$ cat src/u8sv_pkg.sv
package u8sv_pkg;

  localparam int unsigned ByteW = 8;
  localparam int unsigned OutDataW = 8;

  localparam logic [ByteW-1:0] MaskTop3 = 8'he0;
  localparam logic [ByteW-1:0] MaskTop2 = 8'hc0;
  localparam logic [ByteW-1:0] MaskTop4 = 8'hf0;
  localparam logic [ByteW-1:0] MaskTop5 = 8'hf8;
  localparam logic [ByteW-1:0] MaskTop7 = 8'hfe;
  localparam logic [ByteW-1:0] ContTag = 8'h80;
  localparam logic [ByteW-1:0] Lead2Tag = 8'hc0;
  localparam logic [ByteW-1:0] Lead3Tag = 8'he0;
  localparam logic [ByteW-1:0] Lead4Tag = 8'hf0;
  localparam logic [ByteW-1:0] SurrLead = 8'hed;
  localparam logic [ByteW-1:0] SurrTag = 8'ha0;
  localparam logic [ByteW-1:0] NoncharLead = 8'hef;
  localparam logic [ByteW-1:0] NoncharMid = 8'hbf;
  localparam logic [ByteW-1:0] NoncharTail = 8'hbe;
  localparam logic [ByteW-1:0] MaxLead = 8'hf4;
  localparam logic [ByteW-1:0] MaxSecond = 8'h8f;

  // Lead bytes whose second byte needs an extra range check.
  typedef enum logic [2:0] {
    LEAD_OTHER,
    LEAD_E0,
    LEAD_ED,
    LEAD_EF,
    LEAD_F0,
    LEAD_F4
  } lead_kind_e;

  typedef struct packed {
    logic       last;
    logic       is_zero;
    logic       is_ascii;
    logic       lead2;
    logic       lead3;
    logic       lead4;
    logic       lead_err;
    lead_kind_e kind;
    logic       cont_ok;
    logic       e0_low;
    logic       ed_high;
    logic       f0_low;
    logic       f4_high;
    logic       nc_mid;
    logic       nc_tail;
  } byte_class_t;

  function automatic byte_class_t classify(logic [ByteW-1:0] b, logic last);
    byte_class_t c;
    c.last     = last;
    c.is_zero  = (b == '0);
    c.is_ascii = ~b[ByteW-1];
    c.lead2    = ((b & MaskTop3) == Lead2Tag);
    c.lead3    = ((b & MaskTop4) == Lead3Tag);
    c.lead4    = ((b & MaskTop5) == Lead4Tag);
    // Overlong two-byte leads, leads beyond U+10FFFF and stray bytes.
    c.lead_err = (c.lead2 && ((b & MaskTop7) == Lead2Tag)) ||
                 (c.lead4 && (b > MaxLead)) ||
                 (b[ByteW-1] && !c.lead2 && !c.lead3 && !c.lead4);
    case (b)
      Lead3Tag:    c.kind = LEAD_E0;
      SurrLead:    c.kind = LEAD_ED;
      NoncharLead: c.kind = LEAD_EF;
      Lead4Tag:    c.kind = LEAD_F0;
      MaxLead:     c.kind = LEAD_F4;
      default:     c.kind = LEAD_OTHER;
    endcase
    c.cont_ok = ((b & MaskTop2) == ContTag);
    c.e0_low  = ((b & MaskTop3) == ContTag);
    c.ed_high = ((b & MaskTop3) == SurrTag);
    c.f0_low  = ((b & MaskTop4) == ContTag);
    c.f4_high = (b > MaxSecond);
    c.nc_mid  = (b == NoncharMid);
    c.nc_tail = ((b & MaskTop7) == NoncharTail);
    return c;
  endfunction

endpackage

$ cat src/u8sv_front.sv
module u8sv_front (
  input  logic                  clk_i,
  input  logic                  rst_ni,
  input  logic                  s_axis_tvalid,
  output logic                  s_axis_tready,
  input  logic [7:0]            s_axis_tdata,
  input  logic                  s_axis_tlast,
  output logic                  cls_valid_o,
  input  logic                  cls_ready_i,
  output u8sv_pkg::byte_class_t cls_o
);
  import u8sv_pkg::*;

  logic        valid_q, valid_d;
  byte_class_t cls_q;

  assign s_axis_tready = !valid_q || cls_ready_i;
  assign valid_d = (s_axis_tvalid && s_axis_tready) || (valid_q && !cls_ready_i);

  always_ff @(posedge clk_i or negedge rst_ni) begin
    if (!rst_ni) begin
      valid_q <= 1'b0;
    end else begin
      valid_q <= valid_d;
    end
  end

  always_ff @(posedge clk_i) begin
    if (s_axis_tvalid && s_axis_tready) begin
      cls_q <= classify(s_axis_tdata, s_axis_tlast);
    end
  end

  assign cls_valid_o = valid_q;
  assign cls_o = cls_q;
endmodule

$ cat src/u8sv_fifo.sv
module u8sv_fifo (
  input  logic                  clk_i,
  input  logic                  rst_ni,
  input  logic                  wr_valid_i,
  output logic                  wr_ready_o,
  input  u8sv_pkg::byte_class_t wr_data_i,
  output logic                  rd_valid_o,
  input  logic                  rd_ready_i,
  output u8sv_pkg::byte_class_t rd_data_o
);
  import u8sv_pkg::*;

  byte_class_t mem_q [2];
  logic        wptr_q, wptr_d;
  logic        rptr_q, rptr_d;
  logic [1:0]  count_q, count_d;
  logic        push, pop;

  assign wr_ready_o = (count_q != 2'd2);
  assign rd_valid_o = (count_q != 2'd0);
  assign push = wr_valid_i && wr_ready_o;
  assign pop  = rd_valid_o && rd_ready_i;

  always_comb begin
    wptr_d  = wptr_q ^ push;
    rptr_d  = rptr_q ^ pop;
    count_d = count_q + {1'b0, push} - {1'b0, pop};
  end

  always_ff @(posedge clk_i or negedge rst_ni) begin
    if (!rst_ni) begin
      wptr_q  <= 1'b0;
      rptr_q  <= 1'b0;
      count_q <= 2'd0;
    end else begin
      wptr_q  <= wptr_d;
      rptr_q  <= rptr_d;
      count_q <= count_d;
    end
  end

  always_ff @(posedge clk_i) begin
    if (push) begin
      mem_q[wptr_q] <= wr_data_i;
    end
  end

  assign rd_data_o = mem_q[rptr_q];
endmodule

$ cat src/u8sv_back.sv
module u8sv_back (
  input  logic                  clk_i,
  input  logic                  rst_ni,
  input  logic                  cls_valid_i,
  output logic                  cls_ready_o,
  input  u8sv_pkg::byte_class_t cls_i,
  output logic                  m_axis_tvalid,
  input  logic                  m_axis_tready,
  output logic [7:0]            m_axis_tdata
);
  import u8sv_pkg::*;

  logic [1:0] pend_q, pend_d;
  lead_kind_e kind_q, kind_d;
  logic       second_q, second_d;
  logic       nc_q, nc_d;
  logic       err_q, err_d;
  logic       stop_q, stop_d;
  logic       out_valid_q, out_valid_d;
  logic       out_flag_q;
  logic       take;

  // A byte that ends a string needs the output register; others never wait on it.
  assign cls_ready_o = !cls_i.last || !out_valid_q || m_axis_tready;
  assign take = cls_valid_i && cls_ready_o;

  always_comb begin
    pend_d   = pend_q;
    kind_d   = kind_q;
    second_d = second_q;
    nc_d     = nc_q;
    err_d    = err_q;
    stop_d   = stop_q;
    if (!err_q && !stop_q) begin
      if (pend_q == 2'd0) begin
        if (cls_i.is_zero) begin
          stop_d = 1'b1;
        end else if (!cls_i.is_ascii) begin
          err_d = cls_i.lead_err;
          if (cls_i.lead2 || cls_i.lead3 || cls_i.lead4) begin
            kind_d   = cls_i.kind;
            second_d = 1'b1;
            pend_d   = cls_i.lead2 ? 2'd1 : (cls_i.lead3 ? 2'd2 : 2'd3);
          end
        end
      end else if (!cls_i.cont_ok) begin
        err_d = 1'b1;
      end else begin
        if (second_q) begin
          err_d = (kind_q == LEAD_E0 && cls_i.e0_low) ||
                  (kind_q == LEAD_ED && cls_i.ed_high) ||
                  (kind_q == LEAD_F0 && cls_i.f0_low) ||
                  (kind_q == LEAD_F4 && cls_i.f4_high);
          nc_d = (kind_q == LEAD_EF) && cls_i.nc_mid;
          second_d = 1'b0;
        end else begin
          err_d = nc_q && (pend_q == 2'd1) && cls_i.nc_tail;
          nc_d  = 1'b0;
        end
        pend_d = pend_q - 2'd1;
      end
    end
  end

  assign out_valid_d = (take && cls_i.last) || (out_valid_q && !m_axis_tready);

  always_ff @(posedge clk_i or negedge rst_ni) begin
    if (!rst_ni) begin
      pend_q      <= 2'd0;
      kind_q      <= LEAD_OTHER;
      second_q    <= 1'b0;
      nc_q        <= 1'b0;
      err_q       <= 1'b0;
      stop_q      <= 1'b0;
      out_valid_q <= 1'b0;
    end else begin
      out_valid_q <= out_valid_d;
      if (take) begin
        if (cls_i.last) begin
          pend_q   <= 2'd0;
          kind_q   <= LEAD_OTHER;
          second_q <= 1'b0;
          nc_q     <= 1'b0;
          err_q    <= 1'b0;
          stop_q   <= 1'b0;
        end else begin
          pend_q   <= pend_d;
          kind_q   <= kind_d;
          second_q <= second_d;
          nc_q     <= nc_d;
          err_q    <= err_d;
          stop_q   <= stop_d;
        end
      end
    end
  end

  always_ff @(posedge clk_i) begin
    if (take && cls_i.last) begin
      out_flag_q <= err_d || (pend_d != 2'd0);
    end
  end

  assign m_axis_tvalid = out_valid_q;
  assign m_axis_tdata  = {{(OutDataW-1){1'b0}}, out_flag_q};
endmodule

$ cat src/utf8_stream_validator_unit.sv
// Checks strings for valid UTF-8, one byte per transaction on the slave side,
// with tlast on the final byte of each string. One verdict per string leaves on
// the master side (tdata bit 0: 1 = invalid) once its final byte has passed the
// classifier register, the two-entry queue and the verdict register. Bytes are
// taken one every cycle while the master side does not stall, also across string
// boundaries: the per-byte decode state is one small register set updated on each
// byte, and the queue plus the verdict register keep the slave side running while
// the master side stalls, until a further final byte must wait. A zero byte in
// lead position ends checking for the rest of that string.
module utf8_stream_validator_unit (
  input  logic       clk_i,
  input  logic       rst_ni,
  input  logic       s_axis_tvalid,
  output logic       s_axis_tready,
  input  logic [7:0] s_axis_tdata,  // [7:0] data_byte
  input  logic       s_axis_tlast,  // last_byte
  output logic       m_axis_tvalid,
  input  logic       m_axis_tready,
  output logic [7:0] m_axis_tdata   // [0] invalid_flag, [7:1] zero
);
  import u8sv_pkg::*;

  logic        f_valid, f_ready;
  byte_class_t f_cls;
  logic        q_valid, q_ready;
  byte_class_t q_cls;

  u8sv_front u_front (
    .clk_i         (clk_i),
    .rst_ni        (rst_ni),
    .s_axis_tvalid (s_axis_tvalid),
    .s_axis_tready (s_axis_tready),
    .s_axis_tdata  (s_axis_tdata),
    .s_axis_tlast  (s_axis_tlast),
    .cls_valid_o   (f_valid),
    .cls_ready_i   (f_ready),
    .cls_o         (f_cls)
  );

  u8sv_fifo u_fifo (
    .clk_i      (clk_i),
    .rst_ni     (rst_ni),
    .wr_valid_i (f_valid),
    .wr_ready_o (f_ready),
    .wr_data_i  (f_cls),
    .rd_valid_o (q_valid),
    .rd_ready_i (q_ready),
    .rd_data_o  (q_cls)
  );

  u8sv_back u_back (
    .clk_i         (clk_i),
    .rst_ni        (rst_ni),
    .cls_valid_i   (q_valid),
    .cls_ready_o   (q_ready),
    .cls_i         (q_cls),
    .m_axis_tvalid (m_axis_tvalid),
    .m_axis_tready (m_axis_tready),
    .m_axis_tdata  (m_axis_tdata)
  );
endmodule
$ cat config.mk
export PLATFORM = sky130hd
export DESIGN_NAME = utf8_stream_validator_unit
export DESIGN_NICKNAME = d
export VERILOG_FILES = /design/src/u8sv_pkg.sv /design/src/u8sv_front.sv /design/src/u8sv_fifo.sv /design/src/u8sv_back.sv /design/src/utf8_stream_validator_unit.sv
export SDC_FILE = /design/constraint.sdc
export NUM_CORES = 1
export LEC_CHECK = 0
export ABC_AREA = 1
export BUFFER_PORTS_ARGS = -buffer_cell sky130_fd_sc_hd__clkbuf_2
export CAP_MARGIN = 10
export CORE_AREA = 8 8 111 113
export CTS_BUF_LIST = sky130_fd_sc_hd__clkbuf_8 sky130_fd_sc_hd__clkbuf_16
export DETAILED_ROUTE_END_ITERATION = 8
export DIE_AREA = 0 0 119 121
export HOLD_SLACK_MARGIN = 0.05
export SYNTH_ARGS = -nofsm -noshare
export SYNTH_HDL_FRONTEND = slang
export SYNTH_HIERARCHICAL = 1
export SYNTH_SLANG_ARGS = --single-unit
$ cat constraint.sdc
create_clock -name clk_i -period 5.55 [get_ports clk_i]
set_input_delay 0.555 -clock clk_i [delete_from_list [all_inputs] [get_ports clk_i]]
set_output_delay 0.555 -clock clk_i [all_outputs]
set_load 0.02 [all_outputs]
Word-level counts from Yosys, hierarchy flattened

Memories as Yosys holds them, arrays and structs flattened.
Index checks and enable logic that the tools add are counted.
Widths: inputs -> output; s select.

Bits in registers: 33
Bits in writable memories: 34
Input bits: 13
Output and inout bits: 10
Logic and storage cells: 161
Memories kept: 1

$add $sub $neg: 3
Magnitude comparators: 2
Equal/unequal tests: 28
Mux-type cells: 41
Bitwise gates (word level): 3
Reductions and logical operators: 56

Memory list:

| memory       | depth | bits a word | read ports | clocked after memory_dff | wr ports | line            | source |
|---|---|---|---|---|---|---|---|
| u_fifo.mem_q | 2     | 17          | 1          | 0                        | 1        | u8sv_fifo.sv:13 | `byte_class_t mem_q [2];` |

Operators by type and width:

| kind               | count |
|---|---|
| $eq 8x8->1 const B | 6 |
| $mux 1             | 26 |
| $logic_and 1x1->1  | 19 |
| $mux 3             | 6 |
| $gt 8x8->1 const B | 2 |
| $mux 2             | 8 |
| $eq 3x3->1 const B | 5 |
| $pmux 3 s5         | 1 |
| $eq 7x7->1 const B | 2 |
| $reduce_bool 2->1  | 7 |
| $logic_or 1x1->1   | 13 |
| $reduce_and 6->1   | 2 |
| $logic_not 1->1    | 10 |
| $ne 3x2->1 const B | 3 |
| $eq 4x4->1 const B | 2 |
| $logic_not 8->1    | 1 |
| $reduce_and 4->1   | 2 |
| $eq 3x2->1 const B | 2 |
| $ne 2x1->1 const B | 3 |
| $eq 5x5->1 const B | 1 |
| $eq 3x1->1 const B | 1 |
| $reduce_bool 3->1  | 1 |
| $add 2x1->2        | 1 |
| $eq 2x1->1 const B | 1 |
| other kinds (7)    | 8 |

Logic depth before layout (Yosys ltp)

Depth in word-level cells: 10
Mapped depth: 16
Depth with buffers taken out: 15

Hierarchy

The synthesis kept the hierarchy.

Modules (own cells, without submodules):

| module     | instances | cells each | area an instance (sq um) | sequential area each (sq um) |
|---|---|---|---|---|
| u8sv_fifo  | 1         | 120        | 1482.7                   | 1121.1 |
| u8sv_back  | 1         | 128        | 845.8                    | 280.3 |
| u8sv_front | 1         | 78         | 790.8                    | 535.5 |

Worst setup path before layout

OpenSTA, ideal clock, no wires.

Path kind: input-to-reg
Start: input port s_axis_tvalid
End: register u_front.cls_q, in the netlist u_front/cls_o[0] (enable)
Library setup time: 0.397 ns
Data arrival time: 1.459 ns
Required time: 5.153 ns
Path slack: 3.694 ns
Cell stages on the path: 2
Buffers on the path: 0
Cell sequence: inv_1 a21oi_1

Cells in the longest elaborated chain, start to end: 1

RTL lines:

| item                   | line                             | source |
|---|---|---|
| start: declaration     | utf8_stream_validator_unit.sv:13 | `input logic s_axis_tvalid,` |
| $logic_and 1x1->1      | u8sv_front.sv:29                 | `if (s_axis_tvalid && s_axis_tready) begin` |
| end signal: assignment | u8sv_front.sv:30                 | `cls_q <= classify(s_axis_tdata, s_axis_tlast);` |
| end: declaration       | u8sv_front.sv:15                 | `byte_class_t cls_q;` |

No other way between the ends.
A chain may end at the register's enable or synchronous reset.

==> flow_metrics.tcl <==
set metrics [dict create \
    status "completed" \
    crit_top_cell "nand2_1" \
    grt_pass1_wl_um 9470 \
    cts_made_buffers 9 \
    min_period_ns 2.17 \
    slowest_stage "dfrtp_1" \
    synth_area_um2 3120 \
    yosysTopAreaCell "edfxtp_1" \
    path_clk_slew_ns 0.08 \
    cp.arrival_ns 2.40 \
    setup_viol 0 \
    dp_cells 478 \
    via_per_inst 4.17 \
    path_class "reg2reg" \
    hold_violations 0 \
    crit_fanout 18 \
    worstPathCellList "inv_4 -> nand2_1 -> nand2_1 -> nand3_2 -> inv_1 -> nor2_2 -> nand2_1 -> nand2_1 -> ha_1 -> nand2_1 -> nand2_1 -> inv_1 -> nand2_1 -> nand2_1" \
    synth-seq-cells 67 \
    cts_sinks 67 \
    fin_tns_setup_ns 0 \
    synth_top_cell_area_share_pct 50.1 \
    min_period_over_period_pct 39.0 \
    required_ns 5.78 \
    dr.pass1.iters 4 \
    leakage_uw 0.00161 \
    routed_wl_um 5380 \
    synth-edff-count 52 \
    placementRows 38 \
    post_drt_wl_per_cell_um 10.9 \
    antenna_found_initial 0 \
    final_nets 366 \
    postCtsSetupBuffers 0 \
    slew_viol_final 0 \
    clockBufferDepth 2 \
    powerDensity_nw_per_um2 522 \
    fill_cells 1079 \
    hold_path.class "in2async" \
    grt_usage_pct 8.22 \
    grt_pass1_vias 2118 \
    drc 0 \
    htree_levels 3 \
    ctsResizeCount 0 \
    synth_cell_types 27 \
    cts_tree "done" \
    drive_gt1_share_pct 16.7 \
    max_freq_mhz 462 \
    grt-ovfl-total 0 \
    ys_warn_count 6 \
    relSlewSlack_pct 44.8 \
    gp_congestion 0.832 \
    worst_path_largest_cell_delay_ns 0.70 \
    seq_area_um2 1940 \
    final_cells 494 \
    avgSynthCellArea_um2 9.57 \
    root_buffer "clkbuf_8" \
    die_h_um 121 \
    synth_cells 326 \
    crit_path_end_kind "register" \
    dieArea_um2 14400 \
    clock_skew_ns 0.0139 \
    syn2layout_area_growth_pct 12.7 \
    hold_buffers 0 \
    critical_path_buf_inv_count 3 \
    dp_hpwl_um 4000 \
    utilization_pct 33.1 \
    vias 2058 \
    synth_top_cells_by_area "edfxtp_1 (50%), nand2_1 (14%), dfrtp_1 (12%)" \
    drv_cap 0 \
    postLayoutCellArea_um2 3510 \
    multiInputGateArea_um2 928 \
    grt_max_degree 19 \
    portBuffers 15 \
    drtIter0Drc 95 \
    worstSkewPairLatency_ns 0.34 \
    core_region_area_um2 10600 \
    n_antenna_cell 0 \
    die_w_um 119 \
    worstMarginPinSlew_ns 0.828 \
    ir_drop_mv 0.149 \
    place_area_um2 3320 \
    rsz0062_at_grt "no" \
    drtAntennaViolNets 0 \
    cp-start-kind "register" \
    synth_seq_area_share_pct 62.1 \
    crit_family "simple AND/OR/NAND/NOR gates" \
    initial_core_util_pct 29.4 \
    ios 23 \
    async_flop_share_pct 22.4 \
    synth-main-ff-cell "edfxtp_1" \
]
==> power breakdown <==
group	internal, uW	leakage, uW	switching (uW)
registers	721	0.000689	86.4
clock network	210	0.000102	188
logic	203	0.000820	427
total	1130	0.00161	701
==> Yosys cell counts, types with 2 or more instances <==
master / number
nor2_2: 5
nand3_1: 16
inv_2: 11
a31oi_1: 2
and3_1: 2
nand2_2: 4
nand4_1: 3
edfxtp_1: 52
buf_6: 2
a21oi_1: 6
o21ai_1: 6
inv_1: 37
dfrtp_1: 15
nor3_1: 2
ha_1: 4
nor2_1: 21
buf_4: 9
nand2_1: 120
==> state kept, by name (all words and copies together), names as in the netlist, 2 cells and up <==
signal and cells:
u_back/kind_q 3, u_back/pend_q 2, u_front/cls_o 17, u_fifo/mem_q 34, u_fifo/count_q 2
==> stage by stage <==
| stage | total power, uW | worst slack, ns | hold slack, ns |
|---|---|---|---|
| after CTS | 1860 | 3.35 | 0.113 |
| after global placement | 1450 | 3.46 | 0.427 |
| after global routing | 2000 | 3.09 | 0.131 |
| after detailed placement | 1460 | 3.37 | 0.433 |
| after floorplan | 1320 | 3.69 | 0.259 |
| final | 1830 | 3.38 | 0.114 |
==> cell usage in the layout, fill, tap and decap left out <==
| cell | n |
|---|---|
| xor2_1 | 1 |
| a31oi_1 | 2 |
| inv_1 | 37 |
| edfxtp_1 | 52 |
| nand2_2 | 4 |
| and3_1 | 2 |
| nand4_1 | 3 |
| clkbuf_8 | 9 |
| nand3b_2 | 1 |
| nor3_2 | 1 |
| o21ai_1 | 6 |
| nor2_1 | 21 |
| conb_1 | 7 |
| clkinv_2 | 1 |
| inv_2 | 11 |
| inv_6 | 2 |
| clkinv_4 | 2 |
| a21oi_2 | 1 |
| a21oi_1 | 6 |
| nor2_2 | 5 |
| dfrtp_1 | 15 |
| ha_1 | 4 |
| nand2_1 | 120 |
| clkinv_1 | 1 |
| buf_4 | 2 |
| inv_4 | 1 |
| clkbuf_2 | 15 |
| nand3_2 | 1 |
| bufinv_16 | 1 |
| o31ai_2 | 1 |
| nor3_1 | 2 |
| nand3_1 | 16 |
| nand2_4 | 1 |
==> cells by family after synthesis <==
| group | count (synthesis) | synth area share [%] |
|---|---|---|
| and+or+nand+nor | 177 | 24.0 |
| DFF | 67 | 62.1 |
| buffers and inverters | 60 | 8.86 |
| AOI/OAI and AO/OA | 16 | 3.01 |
| adders and majority gates | 4 | 1.60 |
| xor gates and xnor gates | 1 | 0.281 |
| other | 1 | 0.120 |
==> per-layer routing <==
metal	GRT usage (%)	part of all wire [%]	wire length [um]
met4	4.27	2.4	129
met2	13.2	45	2420
met1	9.45	48	2600
met3	3.02	4.3	232
met5	0	0	0
==> final timing paths <==
| check | cells after the start | slack (ns) | endpoint | from |
|---|---|---|---|---|
| max | 14 | 3.38 | u_fifo/count_q[1] | u_fifo/rptr_q |
| min | 1 | 0.11 | u_back/pend_q[0] | rst_ni |
| max reg2reg | 14 | 3.38 | u_fifo/count_q[1] | u_fifo/rptr_q |
| min reg2reg | 0 | 0.45 | u_fifo/mem_q[1][0] | u_front/cls_o[0] |
| max in group asynchronous | 1 | 5.14 | u_fifo/wptr_q | rst_ni |
| min in group clk_i | 1 | 0.40 | u_front/cls_o[16] | s_axis_tlast |
==> layout make-up <==
type | count | area share [%]
sequential | 67 | 55.1
multi-input combinational | 205 | 26.4
inverter | 49 | 5.30
tap | 140 | 4.98
clock buffer | 9 | 3.52
timing repair buffer | 17 | 2.56
clock inverter | 7 | 2.10
No activity file was read; power rests on OpenSTA's default activity.
